### src/fbc_pkg.sv
// ----------------------------------------------------------------------------
// fbc_pkg: shared types and constants for the frustum box cull block
// Formats, pipeline depth and the item record that moves along the plane cells.
// ----------------------------------------------------------------------------
package fbc_pkg;

  localparam int PLANE_COUNT = 6;
  localparam int AXES        = 3;
  localparam int CORNER_W    = 16;
  localparam int CFG_IDX_W   = 3;
  localparam int CFG_W       = 64;

  // Corner product: 17-bit sum times 16-bit scale, Q8.8 fraction dropped by a shift.
  localparam int PROD_W      = 33;
  localparam int FRAC_SHIFT  = 8;
  localparam int SAT_MAX     = 32767;
  localparam int SAT_MIN     = -32768;

  // Plane test: Q2.14 normal times Q12.4 corner, three terms summed.
  localparam int TERM_W      = 32;
  localparam int DOT_W       = 34;
  localparam int DIST_SHIFT  = 14;
  localparam int DIST_LSB    = 48;

  // Input register, product, corner, then two stages per plane cell.
  localparam int LATENCY     = 3 + 2 * PLANE_COUNT;

  typedef logic [CFG_IDX_W-1:0] cfg_idx_t;
  typedef logic [CFG_W-1:0]     plane_word_t;

  typedef struct packed {
    logic                             outside;
    logic [AXES-1:0][CORNER_W-1:0]    lo;
    logic [AXES-1:0][CORNER_W-1:0]    hi;
  } fbc_item_t;

endpackage

### src/fbc_corner.sv
// ----------------------------------------------------------------------------
// fbc_corner: one box corner moved and scaled
// Two stages: (corner + pos) * scale, then floor to Q12.4 and saturate.
// ----------------------------------------------------------------------------
module fbc_corner (
  input  logic                                clk,
  input  logic signed [fbc_pkg::CORNER_W-1:0] corner_i,
  input  logic signed [fbc_pkg::CORNER_W-1:0] pos_i,
  input  logic signed [fbc_pkg::CORNER_W-1:0] scale_i,
  output logic signed [fbc_pkg::CORNER_W-1:0] corner_o
);
  import fbc_pkg::*;

  logic signed [CORNER_W:0]            sum;
  logic signed [PROD_W-1:0]            prod_nxt;
  logic signed [PROD_W-1:0]            prod_r;
  logic signed [PROD_W-FRAC_SHIFT-1:0] quot;
  logic signed [CORNER_W-1:0]          corner_nxt;
  logic signed [CORNER_W-1:0]          corner_r;

  always_comb begin
    sum      = $signed({corner_i[CORNER_W-1], corner_i}) + $signed({pos_i[CORNER_W-1], pos_i});
    prod_nxt = sum * scale_i;
  end

  // Dropping the low fraction bits of a two's complement value rounds toward minus infinity.
  always_comb begin
    quot = prod_r[PROD_W-1:FRAC_SHIFT];
    if (quot > SAT_MAX) begin
      corner_nxt = CORNER_W'(SAT_MAX);
    end else if (quot < SAT_MIN) begin
      corner_nxt = CORNER_W'(SAT_MIN);
    end else begin
      corner_nxt = quot[CORNER_W-1:0];
    end
  end

  always_ff @(posedge clk) begin
    prod_r   <= prod_nxt;
    corner_r <= corner_nxt;
  end

  assign corner_o = corner_r;

endmodule

### config.mk
export PLATFORM = sky130hd
export DESIGN_NAME = fbc_corner
export DESIGN_NICKNAME = d
export VERILOG_FILES = /design/src/fbc_pkg.sv /design/src/fbc_corner.sv
export SDC_FILE = /design/constraint.sdc
export NUM_CORES = 1
export LEC_CHECK = 0
export BUFFER_PORTS_ARGS = -buffer_cell sky130_fd_sc_hd__buf_2
export CORE_MARGIN = 1.5
export CORE_UTILIZATION = 30
export CTS_CLUSTER_SIZE = 8
export DETAILED_ROUTE_END_ITERATION = 10
export GPL_ROUTABILITY_DRIVEN = 1
export PLACE_DENSITY_LB_ADDON = 0.15
export REMOVE_ABC_BUFFERS = 1
export SYNTH_ARGS = -nofsm -noshare
export SYNTH_HDL_FRONTEND = slang
export SYNTH_SLANG_ARGS = --single-unit
### constraint.sdc
create_clock -name clk -period 12.75 [get_ports clk]
set_input_delay 2.55 -clock clk [delete_from_list [all_inputs] [get_ports clk]]
set_output_delay 2.55 -clock clk [all_outputs]
set_load 0.01 [all_outputs]
* Word level (Yosys, flattened, before mapping)
Cells that the tools add are included.
** Word-level totals
- Register bits :: 49
- Output and inout bits :: 16
** Operators by class
- Add/sub/neg operators :: 1
- Multiply operators :: 1
- Magnitude comparators :: 2
- Multiplexer cells :: 1
** Operators by type and width (count)
- 17-bit by 16-bit multiplier with 33-bit output :: 1
- 25-bit by 16-bit > comparator with 1-bit output, second input constant :: 1
- 25-bit by 16-bit less-than comparator with 1-bit output, second input constant :: 1
- 16-bit by 16-bit adder with 17-bit output :: 1
- 16-bit 2-to-1 mux :: 1

* Longest topological paths before layout
- Word-level depth :: 2
- Mapped depth :: 32
- Depth with buffers taken out :: 31

* Least setup slack after synthesis
OpenSTA, ideal clock, no wires.
- Path kind :: in2reg
- From :: input port corner_i[0] in the netlist's numbering
- To :: register prod_r[32]
- Arrival :: 9.721 ns
- Required time :: 12.678 ns
- Setup slack :: 2.957 ns
- Cell stages on the path :: 30
- Cells stage by stage :: ha_1 inv_1 fa_1 nor2b_1 o21ai_0 a21oi_1 o41ai_2 o211ai_1 and3_1 nor2_2 buf_2 nand2_1 fa_1 inv_1 fa_1 fa_1 fa_1 fa_1 inv_1 fa_1 inv_1 ha_1 a21o_1 a21o_1 a2111oi_4 nor2_1 a221o_1 a211o_2 a21oi_2 xnor2_1
** Between the ends
- Cells in the longest elaborated chain, start to end :: 2
** RTL lines
- start, declared :: RTL line fbc_corner.sv:7 : input logic signed [fbc_pkg::CORNER_W-1:0] corner_i,
- 16-bit by 16-bit adder with 17-bit output :: RTL line fbc_corner.sv:22 : sum = $signed({corner_i[CORNER_W-1], corner_i}) + $signed({pos_i[CORNER_W-1], pos_i});
- 17-bit by 16-bit multiplier with 33-bit output :: RTL line fbc_corner.sv:23 : prod_nxt = sum * scale_i;
- named net prod_nxt[32] :: RTL line fbc_corner.sv:15 : logic signed [PROD_W-1:0] prod_nxt;
- end signal, assigned :: RTL line fbc_corner.sv:39 : prod_r <= prod_nxt;
- end, declared :: RTL line fbc_corner.sv:16 : logic signed [PROD_W-1:0] prod_r;
The timed path passes the listed nets, and every way through them passes these cells.
A chain may end at the register's enable or synchronous reset.

* Worst setup path in the final report
- From :: input port corner_i[0] in the netlist's numbering
- To :: register prod_r[25]
Same word-level chain as after synthesis.

==> reports/qor.txt <==
run status: completed
hold violation count in the final report: 0
layout overhead on the synthesized area: 8.74%
drt total wl: 33000 µm
placeable core region: 0.0409 mm²
count of standard-cell rows: 74
cells taking the most area after synthesis: fa_1, ha_1, inv_1
critical register-to-register path endpoint: corner_o[13]
R2R cell count: 3
Overall Global Routing Usage: 0.169
critical-path cell with the highest stage delay: xnor2_2
initial core utilization: 0.304
sequential share of the synthesized area: 0.0659
routed wirelength normalized by instance count: 17.0 µm
Post-layout nets: 1829
Clock Sinks: 41
maximum number of buffers from clock root to sink: 2
Post-CTS Hold Fix Bufs: 0
count of buffers inserted at the top-level ports: 64
summed instance area of the synthesized netlist: 0.0125 mm²
mean cell area of the mapped netlist: 8.98 µm²
GRT overflow: 0
number of register bits inferred by synthesis: 41
capturing instance or port of the critical path: prod_r[25]
# IOs: 65
Critical Path Sink Type: register
initial antenna violation count: 1
global-route wire length before repair: 54600 µm
Setup Skew: 6.13 ps
instance count of the mapped netlist: 1387
clock buffer count from CTS: 5
post-detailed-route DRC marker count: 0
later-pin clock latency in the skew report: 310 ps
arrival time at the worst endpoint: 10870 ps
Slew Limit Fails: 0
number of synthesized flops with an enable pin: 0
count of max-cap constraint violations: 0
diode count: 0
total number of vias: 9002
die height: 207 µm
remaining antenna violation count after routing: 0
count of unique library cells instantiated by Yosys: 53
worst setup path class: input port to register
estimated wirelength of the detail-placed design: 26500 µm
data required time at the worst endpoint: 12950 ps
setup repair after global routing missed its margin: false
transition time at the pin with the least slew margin: 1200 ps
Iteration-0 DRC Markers: 357
gpl congestion: 0.778
launching element of the worst setup path: corner_i[0]
maximum fanout along the worst path: 16
launch point of the worst reg-to-reg path: prod_r[23]
Tcrit/Tclk final: 0.837
setup slack of the most critical reg-to-reg path: 11150 ps
final setup violating endpoints: 0
pin count of the biggest net entering global routing: 36
Synth Flop Type: dfxtp_1
class of the worst hold path: register to register
H-tree lvl count: 2
vias in the first global route: 9943
peak clock frequency supported by timing: 93.7 MHz
count of yosys warnings during synthesis: 0
number of detailed-routing iterations run before antenna repair: 4
aggregate negative setup slack: 0 ps
biggest cell delay along the critical path: 870 ps
most frequent standard cell in the layout excluding fill and tap cells: inv_1
area enclosed by the die boundary: 0.0427 mm²
top library cells by usage in the layout, fill and taps aside: inv_1, fa_1, nand2_1
TritonCTS clock tree: done
post-CTS repair timing setup buffer count: 0
Worst path most repeated cell: fa_1
Slew Limit Headroom: 0.198
CTS Root Buffer Type: clkbuf_16
number of cells on the critical path: 30
cts repair resizes: 0
startpoint type of the worst setup path: input port
die extent in x: 207 µm
clock period minus worst slack: 10670 ps
Worst Path Buf+Inv: 5
family of cells with the greatest summed delay on the critical path: adder cells
share of final-layout standard cells stronger than drive strength 1: 0.0781
fraction of synthesized cell area taken by the top area cell type: 0.444
clk slew on worst S/H paths: 60 ps
proportion of synthesized flip-flops having asynchronous set or reset: 0
Yosys top cell by area: fa_1
per-cell via count in the routed design: 4.64
==> cells in the mapped netlist (3+ instances only) <==
cell / instances
nand2b_1: 24
o22ai_1: 9
fa_1: 276
a21oi_1: 20
a21o_1: 28
nand2_1: 141
nor2b_1: 12
ha_1: 97
and2_1: 108
buf_2: 7
a31oi_1: 13
mux2i_1: 6
nand3_1: 39
o21bai_1: 4
dfxtp_1: 41
or3_1: 3
nor4_1: 3
o21ai_0: 14
nand4_1: 9
nor3_1: 9
o211ai_1: 10
xor2_1: 10
xnor2_1: 37
clkbuf_1: 60
inv_1: 323
and3_1: 8
a311oi_1: 10
nor2_1: 33
o311ai_0: 3
==> per-layer routing <==
metal  part of all wire  global-route usage  vias to the layer above
met4              0.024              0.0460                        0
met5                  0                   0                        -
met2               0.49               0.300                      149
met3              0.028              0.0190                       32
li1                   -                   -                     4229
met1               0.45               0.218                     4592
==> cells by family after synthesis <==
family / share of synthesized area
AOI/OAI and AO/OA: 0.0765
xor gates and xnor gates: 0.0331
adders and majority gates: 0.541
buffers and inverters: 0.119
DFF: 0.0659
muxes: 0.00573
and+or+nand+nor: 0.159
==> area by class of cell <==
type	instances	area [µm²]
fillers	4329	27400
multi-input cells	954	10200
inverters	324	1220
flip-flops and latches	41	821
well taps	532	666
repair buffers	81	448
clock buffers	7	153
clock inverters	1	8.76
==> state kept, by name (all words and copies together), names as in the netlist <==
| name | count |
|---|---|
| corner_o | 16 |
| prod_r | 25 |
==> stage by stage <==
step	cell area, µm²	setup slack, ps	utilization	instances	hold WS, ps
after floorplan	12200	2120	-	1319	351
after global placement	13400	1840	0.327	1932	412
after detailed placement	13400	1720	0.327	1932	408
after CTS	13500	2050	0.331	1940	427
after global routing	13500	1620	0.331	1940	438
final	13500	2080	0.331	1940	423
==> how the worst min path moves through the flow <==
stage                           from            to  depth (start not counted)
after CTS                 prod_r[18]  corner_o[10]                          1
after detailed placement  prod_r[18]  corner_o[10]                          1
after floorplan           prod_r[32]  corner_o[15]                          0
after global placement    prod_r[17]   corner_o[9]                          1
after global routing      prod_r[32]  corner_o[15]                          0
final                     prod_r[32]  corner_o[15]                          0
Power is left out: the tool's default activity adds up to more than one toggle a clock period on the data nets, which glitch-free logic cannot reach.
