[config.mk]
export PLATFORM = sky130hd
export DESIGN_NAME = fbc_plane_cell
export DESIGN_NICKNAME = d
export VERILOG_FILES = /design/src/fbc_pkg.sv /design/src/fbc_plane_cell.sv
export SDC_FILE = /design/constraint.sdc
export NUM_CORES = 2
export LEC_CHECK = 0
export ABC_CLOCK_PERIOD_IN_PS = 8800
export BUFFER_PORTS_ARGS = -buffer_cell sky130_fd_sc_hd__buf_2
export CAP_MARGIN = 20
export CORE_MARGIN = 5
export CORE_UTILIZATION = 65
export DETAILED_ROUTE_END_ITERATION = 16
export GPL_TIMING_DRIVEN = 0
export PLACE_DENSITY = 0.89
export SLEW_MARGIN = 20
export SYNTH_ARGS = -nofsm -noshare
export SYNTH_HDL_FRONTEND = slang
export SYNTH_SLANG_ARGS = --single-unit
[constraint.sdc]
create_clock -name clk -period 8.8 [get_ports clk]
set_input_delay 1.32 -clock clk [delete_from_list [all_inputs] [get_ports clk]]
set_output_delay 1.32 -clock clk [all_outputs]
set_load 0.02 [all_outputs]
[src/fbc_pkg.sv]
// ----------------------------------------------------------------------------
// fbc_pkg: shared types and constants for the frustum box cull block
// Formats, pipeline depth and the item record that moves along the plane cells.
// ----------------------------------------------------------------------------
package fbc_pkg;

  localparam int PLANE_COUNT = 6;
  localparam int AXES        = 3;
  localparam int CORNER_W    = 16;
  localparam int CFG_IDX_W   = 3;
  localparam int CFG_W       = 64;

  // Corner product: 17-bit sum times 16-bit scale, Q8.8 fraction dropped by a shift.
  localparam int PROD_W      = 33;
  localparam int FRAC_SHIFT  = 8;
  localparam int SAT_MAX     = 32767;
  localparam int SAT_MIN     = -32768;

  // Plane test: Q2.14 normal times Q12.4 corner, three terms summed.
  localparam int TERM_W      = 32;
  localparam int DOT_W       = 34;
  localparam int DIST_SHIFT  = 14;
  localparam int DIST_LSB    = 48;

  // Input register, product, corner, then two stages per plane cell.
  localparam int LATENCY     = 3 + 2 * PLANE_COUNT;

  typedef logic [CFG_IDX_W-1:0] cfg_idx_t;
  typedef logic [CFG_W-1:0]     plane_word_t;

  typedef struct packed {
    logic                             outside;
    logic [AXES-1:0][CORNER_W-1:0]    lo;
    logic [AXES-1:0][CORNER_W-1:0]    hi;
  } fbc_item_t;

endpackage

[src/fbc_plane_cell.sv]
// ----------------------------------------------------------------------------
// fbc_plane_cell: one frustum plane of the culling chain
// Holds one plane word and tests each passing box against it in two stages.
// ----------------------------------------------------------------------------
module fbc_plane_cell (
  input  logic                 clk,
  input  logic                 rst_n,
  input  logic                 cfg_wr,
  input  fbc_pkg::plane_word_t cfg_wdata,
  input  logic                 vld_i,
  input  fbc_pkg::fbc_item_t   item_i,
  output logic                 vld_o,
  output fbc_pkg::fbc_item_t   item_o
);
  import fbc_pkg::*;

  plane_word_t              plane_r;
  logic signed [TERM_W-1:0] term_nxt [AXES];
  logic signed [TERM_W-1:0] term_r   [AXES];
  logic                     vld_a_r;
  fbc_item_t                item_a_r;
  logic signed [DOT_W-1:0]  dot;
  logic signed [DOT_W-1:0]  thr;
  logic signed [CORNER_W-1:0] plane_dist;
  fbc_item_t                item_nxt;
  fbc_item_t                item_b_r;
  logic                     vld_b_r;

  always_ff @(posedge clk) begin
    if (!rst_n) begin
      plane_r <= '0;
    end else if (cfg_wr) begin
      plane_r <= cfg_wdata;
    end
  end

  // n*s + |n|*e collapses to 2*n*max for a positive normal and 2*n*min for a
  // negative one, so each axis needs one product and both sides drop the factor 2.
  always_comb begin
    for (int a = 0; a < AXES; a++) begin
      if (plane_r[CORNER_W*a + CORNER_W-1]) begin
        term_nxt[a] = $signed(plane_r[CORNER_W*a +: CORNER_W]) * $signed(item_i.lo[a]);
      end else begin
        term_nxt[a] = $signed(plane_r[CORNER_W*a +: CORNER_W]) * $signed(item_i.hi[a]);
      end
    end
  end

  always_comb begin
    plane_dist = $signed(plane_r[DIST_LSB +: CORNER_W]);
    dot  = DOT_W'(term_r[0]) + DOT_W'(term_r[1]) + DOT_W'(term_r[2]);
    thr  = -(DOT_W'(plane_dist) <<< DIST_SHIFT);
    item_nxt         = item_a_r;
    item_nxt.outside = item_a_r.outside | (dot < thr);
  end

  always_ff @(posedge clk) begin
    if (!rst_n) begin
      vld_a_r <= 1'b0;
      vld_b_r <= 1'b0;
    end else begin
      vld_a_r <= vld_i;
      vld_b_r <= vld_a_r;
    end
  end

  always_ff @(posedge clk) begin
    term_r   <= term_nxt;
    item_a_r <= item_i;
    item_b_r <= item_nxt;
  end

  assign vld_o  = vld_b_r;
  assign item_o = item_b_r;

`ifndef SYNTHESIS
  a_outside_sticks: assert property (@(posedge clk) disable iff (!rst_n)
    (vld_i && item_i.outside) |=> ##1 item_o.outside)
    else $error("outside flag cleared by a later plane cell");

  a_valid_passes: assert property (@(posedge clk) disable iff (!rst_n)
    vld_a_r |=> vld_o)
    else $error("box lost between the two stages of a plane cell");
`endif

endmodule

# Yosys cells after proc, flatten, opt, wreduce, memory -nomap -nowiden
# Cells that the tools add are included.
[totals]
regBits = 356
latchBits = 0
ram_bits = 0
mem_bits_ro = 0
output_inout_bits = 98
wordCells = 34
n_memories = 0
[classes]
n_addsub = 3
n_mul = 6
div = 0
magnitude_cmp = 1
n_eq_ne = 0
shifts = 0
mux = 3
bitwise_logic = 1
reduce_logical = 0
[ops]
columns = ["cell", "count"]
rows = [
  ["multiplier 16 x 16 -> 32 bit", 6],
  ["two-way mux 32 bit", 3],
  ["adder 33 x 32 -> 34 bit", 1],
  ["< comparator 34 bit", 1],
  ["negation 30 -> 34 bit", 1],
  ["adder 32 x 32 -> 33 bit", 1],
  ["OR 1 bit", 1],
]

# Depth between registers and ports, before layout
[depth]
depth_word = 4
ltp_mapped = 27
mapped_depth_nobuf = 23

# Worst setup path before layout
# OpenSTA, ideal clock, no wires.
[synth_timing]
path_type = "input port to flip-flop"
from = "in item_i[65] in the netlist's numbering"
to = "reg term_r[60] in the netlist's numbering"
arrival_ps = 6947
t_required_ps = 8667
setup_slack_ps = 1720
cell_stages = 22
n_path_buf = 1
cell_sequence = "clkbuf_1 -> nand2_1 -> inv_1 -> fa_1 -> fa_1 -> fa_1 -> fa_1 -> fa_1 -> inv_1 -> fa_1 -> inv_1 -> ha_1 -> a21o_1 -> a21o_1 -> a21o_1 -> a21o_1 -> a221o_1 -> a31oi_2 -> nor2b_2 -> o22ai_1 -> xor2_1 -> mux2i_1"
[synth_rtl]
columns = ["element", "line", "rtl"]
rows = [
  ["start, declared", "fbc_plane_cell.sv:11", "input fbc_pkg::fbc_item_t item_i,"],
  ["end signal, assigned", "fbc_plane_cell.sv:68", "term_r <= term_nxt;"],
  ["end, declared", "fbc_plane_cell.sv:19", "logic signed [TERM_W-1:0] term_r [AXES];"],
]

==> run_results.csv <==
group,metric,value,unit
cts,cts_root_buf,"clkbuf_16",
synth,synth-seq-cells,356,
sta,setup_tns,0,ns
synth,ys_top_cells_by_area,"fa_1 (46%), dfxtp_1 (10%), ha_1 (9.7%)",
pwr,p_int,10.7,mW
drt,ant_nets,0,
pwr,worst_ir_drop_vdd,0.000319,V
synth,syn_nets,9753,
synth,synth.avg_cell_area,9.48,µm²
pwr,pwr-share-clk,8.4,%
global_route,grt_usage,36.8,%
pwr,switching_share,54.0,%
cells_and_area,nets,10100,
global_route,grt-ovfl-total,0,
cells_and_area,multi_input_area,0.0558,mm²
cts,insertion_delay,0.69,ns
job,max_cap_viol_count,0,
synth,ys_seq_area_share,10.1,%
cells_and_area,layout-drive-gt1-share,5.12,%
die,die_x,339,µm
cts,clockBufferDepth,3,
worst_setup_path,end_kind,"flip-flop",
global_route,antenna_found_initial,21,
die,fp.dieH,339,µm
run_status,status,"finished, final reports clean",
drt,wl_per_cell,22.6,µm
drt,drc,0,
cts,cts_buffers,42,
synth,syn_inst,7439,
placement,dp_hpwl,172,mm
worst_hold_path,hp-start,"item_a_r[61]",
worst_setup_path,worstSetupPathType,"flip-flop to flip-flop",
cts,ctsHoldBuffers,0,
synth,synth_edf_count,0,
synth,synth.distinct_cells,82,
pwr,powerDensity,309,mW/mm²
sta,tightestPinTransition,1.34,ns
worst_setup_path,crit_required,9.27,ns
synth,yosys_warnings,0,
sta,rsz0062_at_grt,"no",
worst_setup_path,path_max_fanout,10,
cells_and_area,final_cells,9194,
placement,post-place-cells,9103,
pwr,p_switching,12.6,mW
worst_setup_path,reg2regPathDepth,26,
worst_setup_path,cp.arrival,9.05,ns
drt,drtPass1Iterations,8,
sta,skew,0.0471,ns
global_route,grt_pass1_wl,325,mm
placement,gp_congestion,1.04,
die,core_area,0.107,mm²
synth,synth_area_leader_cell,"fa_1",
pwr,p_leak,39.1,nW
sta,finalHoldViolations,0,
worst_hold_path,worstHoldPathType,"flip-flop to flip-flop",
synth,syn_area,0.0705,mm²
cells_and_area,syn2layout_area_growth,6.56,%
cts,cts_tree,"built",
synth,synth_top_area_share,45.5,%
cells_and_area,seq_area,0.00713,mm²
sta,drv_slew,0,
sta,period_needed,8.59,ns
drt,drt_iter0_drc,4842,
sta,fmax,0.116,GHz
worst_setup_path,rrSetupSlack,0.21,ns
cts,post_cts_buffers,0,
worst_setup_path,r2r-start,"plane_r[31]",
worst_hold_path,holdPathStages,0,
die,ioPinCount,263,
sta,worst_hold_slack,0.325,ns
die,rows,120,
worst_setup_path,rr_endpoint,"term_r[63]",
drt,routed_wl,208,mm
drt,via_per_inst,5.83,
worst_setup_path,crit_path_start_kind,"flip-flop",
cts,htreeDepth,2,
global_route,grt_pass1_vias,58800,
synth,async_flop_share,0,%
pwr,pwr-share-seq,9.5,%
synth,post-synth-top-count-cell,"inv_1",
drt,vias,53600,
cells_and_area,fillers,7935,
sta,max_slew_margin,10.8,%
die,initial_utilization,65.7,%
placement,io_buffers,260,
pwr,combPwrFrac,82.0,%
die,die_area,0.115,mm²
global_route,grt_start_max_net_pins,16,
synth,ys_top_cells_by_count,"inv_1 (1739), fa_1 (1604), nand2_1 (818), and2_1 (747), ha_1 (545)",
synth,synth_top_flop_cell,"dfxtp_1",
cts,cts-resized-gates,0,
worst_hold_path,whs_endpoint,"item_o[61]",
cts,cts.reportedPaths.clkPinSlew,0.06,ns
sta,finalSetupViolations,0,
cts,clkSinkCount,356,
sta,min_period_over_period,97.6,%
-- worst max-delay path, stage by stage (launching register included) --
cell and delay (ns):
dfxtp_1 0.30, clkbuf_1 0.48, clkbuf_1 0.66, clkbuf_2 0.48, nand2_1 0.17, inv_1 0.15, fa_1 0.42, inv_1 0.09
fa_1 0.42, fa_1 0.52, inv_1 0.05, fa_1 0.52, fa_1 0.49, inv_1 0.05, fa_1 0.47, inv_1 0.07
ha_1 0.34, a211oi_1 0.41, o21ai_0 0.18, o211ai_1 0.22, o21a_1 0.20, o221ai_1 0.15, a2111oi_0 0.65, o211a_1 0.28
o21ai_1 0.11, xnor2_1 0.31, mux2i_1 0.17
-- cell type report --
type | instances | area share, %
Multi-Input combinational cell | 5065 | 74.3
Sequential cell | 356 | 9.48
Inverter | 1739 | 8.68
Tap cell | 1403 | 2.34
Timing Repair Buffer | 262 | 1.77
Clock buffer | 48 | 1.47
Buffer | 279 | 1.41
Clock inverter | 30 | 0.531
Antenna cell | 12 | 0.0400
-- cells by family after synthesis --
logic type                 count (synthesis)  share of synthesized area [%]
AOI/OAI and AO/OA                        588                           5.53
xor gates and xnor gates                 238                           2.96
adders and majority gates               2149                           55.2
buffers and inverters                   2018                           10.7
DFF                                      356                           10.1
muxes                                     86                           1.24
and+or+nand+nor                         2004                           14.2
-- registers in the layout, summed over array words and instances (netlist names) --
| signal | flops |
|---|---|
| vld_o | 1 |
| plane_r | 64 |
| vld_a_r | 1 |
| item_a_r | 97 |
| item_o | 97 |
| term_r | 96 |
-- power groups by stage --
stage	sequential (mW)	clock (mW)	combinational, mW
floorplan	2.15	0	13.4
global placement	2.23	0	17.8
detailed placement	2.24	0	18.6
CTS	2.20	1.99	18.7
global route	2.23	2.06	21.0
finish	2.21	1.96	19.1
-- metrics by stage --
step	utilization (%)	cell area, µm²	setup WS (ns)	total power, mW
global placement	68.5	73600	0.229	20.0
global route	70.0	75100	0.0619	25.3
floorplan	-	70500	1.72	15.6
detailed placement	68.6	73600	0.0557	20.8
finish	70.0	75200	0.213	23.2
CTS	70.0	75100	0.0314	22.9
-- metal layers --
metal  routed length [µm]  vias to the layer above  part of all wire [%]  track usage [%]
met5                   89                        -                 0.043                0
met4                18300                       14                   8.8             24.9
met3                26500                     1007                    13             12.1
met2                91100                     3291                    44             56.2
met1                72200                    26700                    35             44.8
li1                     -                    22600                     -                -
-- layout by cell type (no fill, tap or decap), drive strengths merged, types with 91 or more instances in the layout --
cell    instances
inv          1750
fa           1604
nand2         819
and2          747
ha            545
dfxtp         356
clkbuf        324
buf           265
xnor2         166
nor2          163
a21oi         161
o21ai         133
a21o           91
-- worst max-delay path by stage --
stage                 from          to  slack [ns]  depth (start not counted)
6_report       plane_r[31]  term_r[63]        0.21                         26
2_1_floorplan   item_i[65]  term_r[60]        1.72                         22
3_5_place_dp    item_i[33]  term_r[31]        0.06                         19
5_1_grt        plane_r[47]  term_r[29]        0.06                         24
3_3_place_gp    item_i[33]  term_r[31]        0.23                         19
4_1_cts        plane_r[47]  term_r[31]        0.03                         20
(Power assumes the default switching activity.)
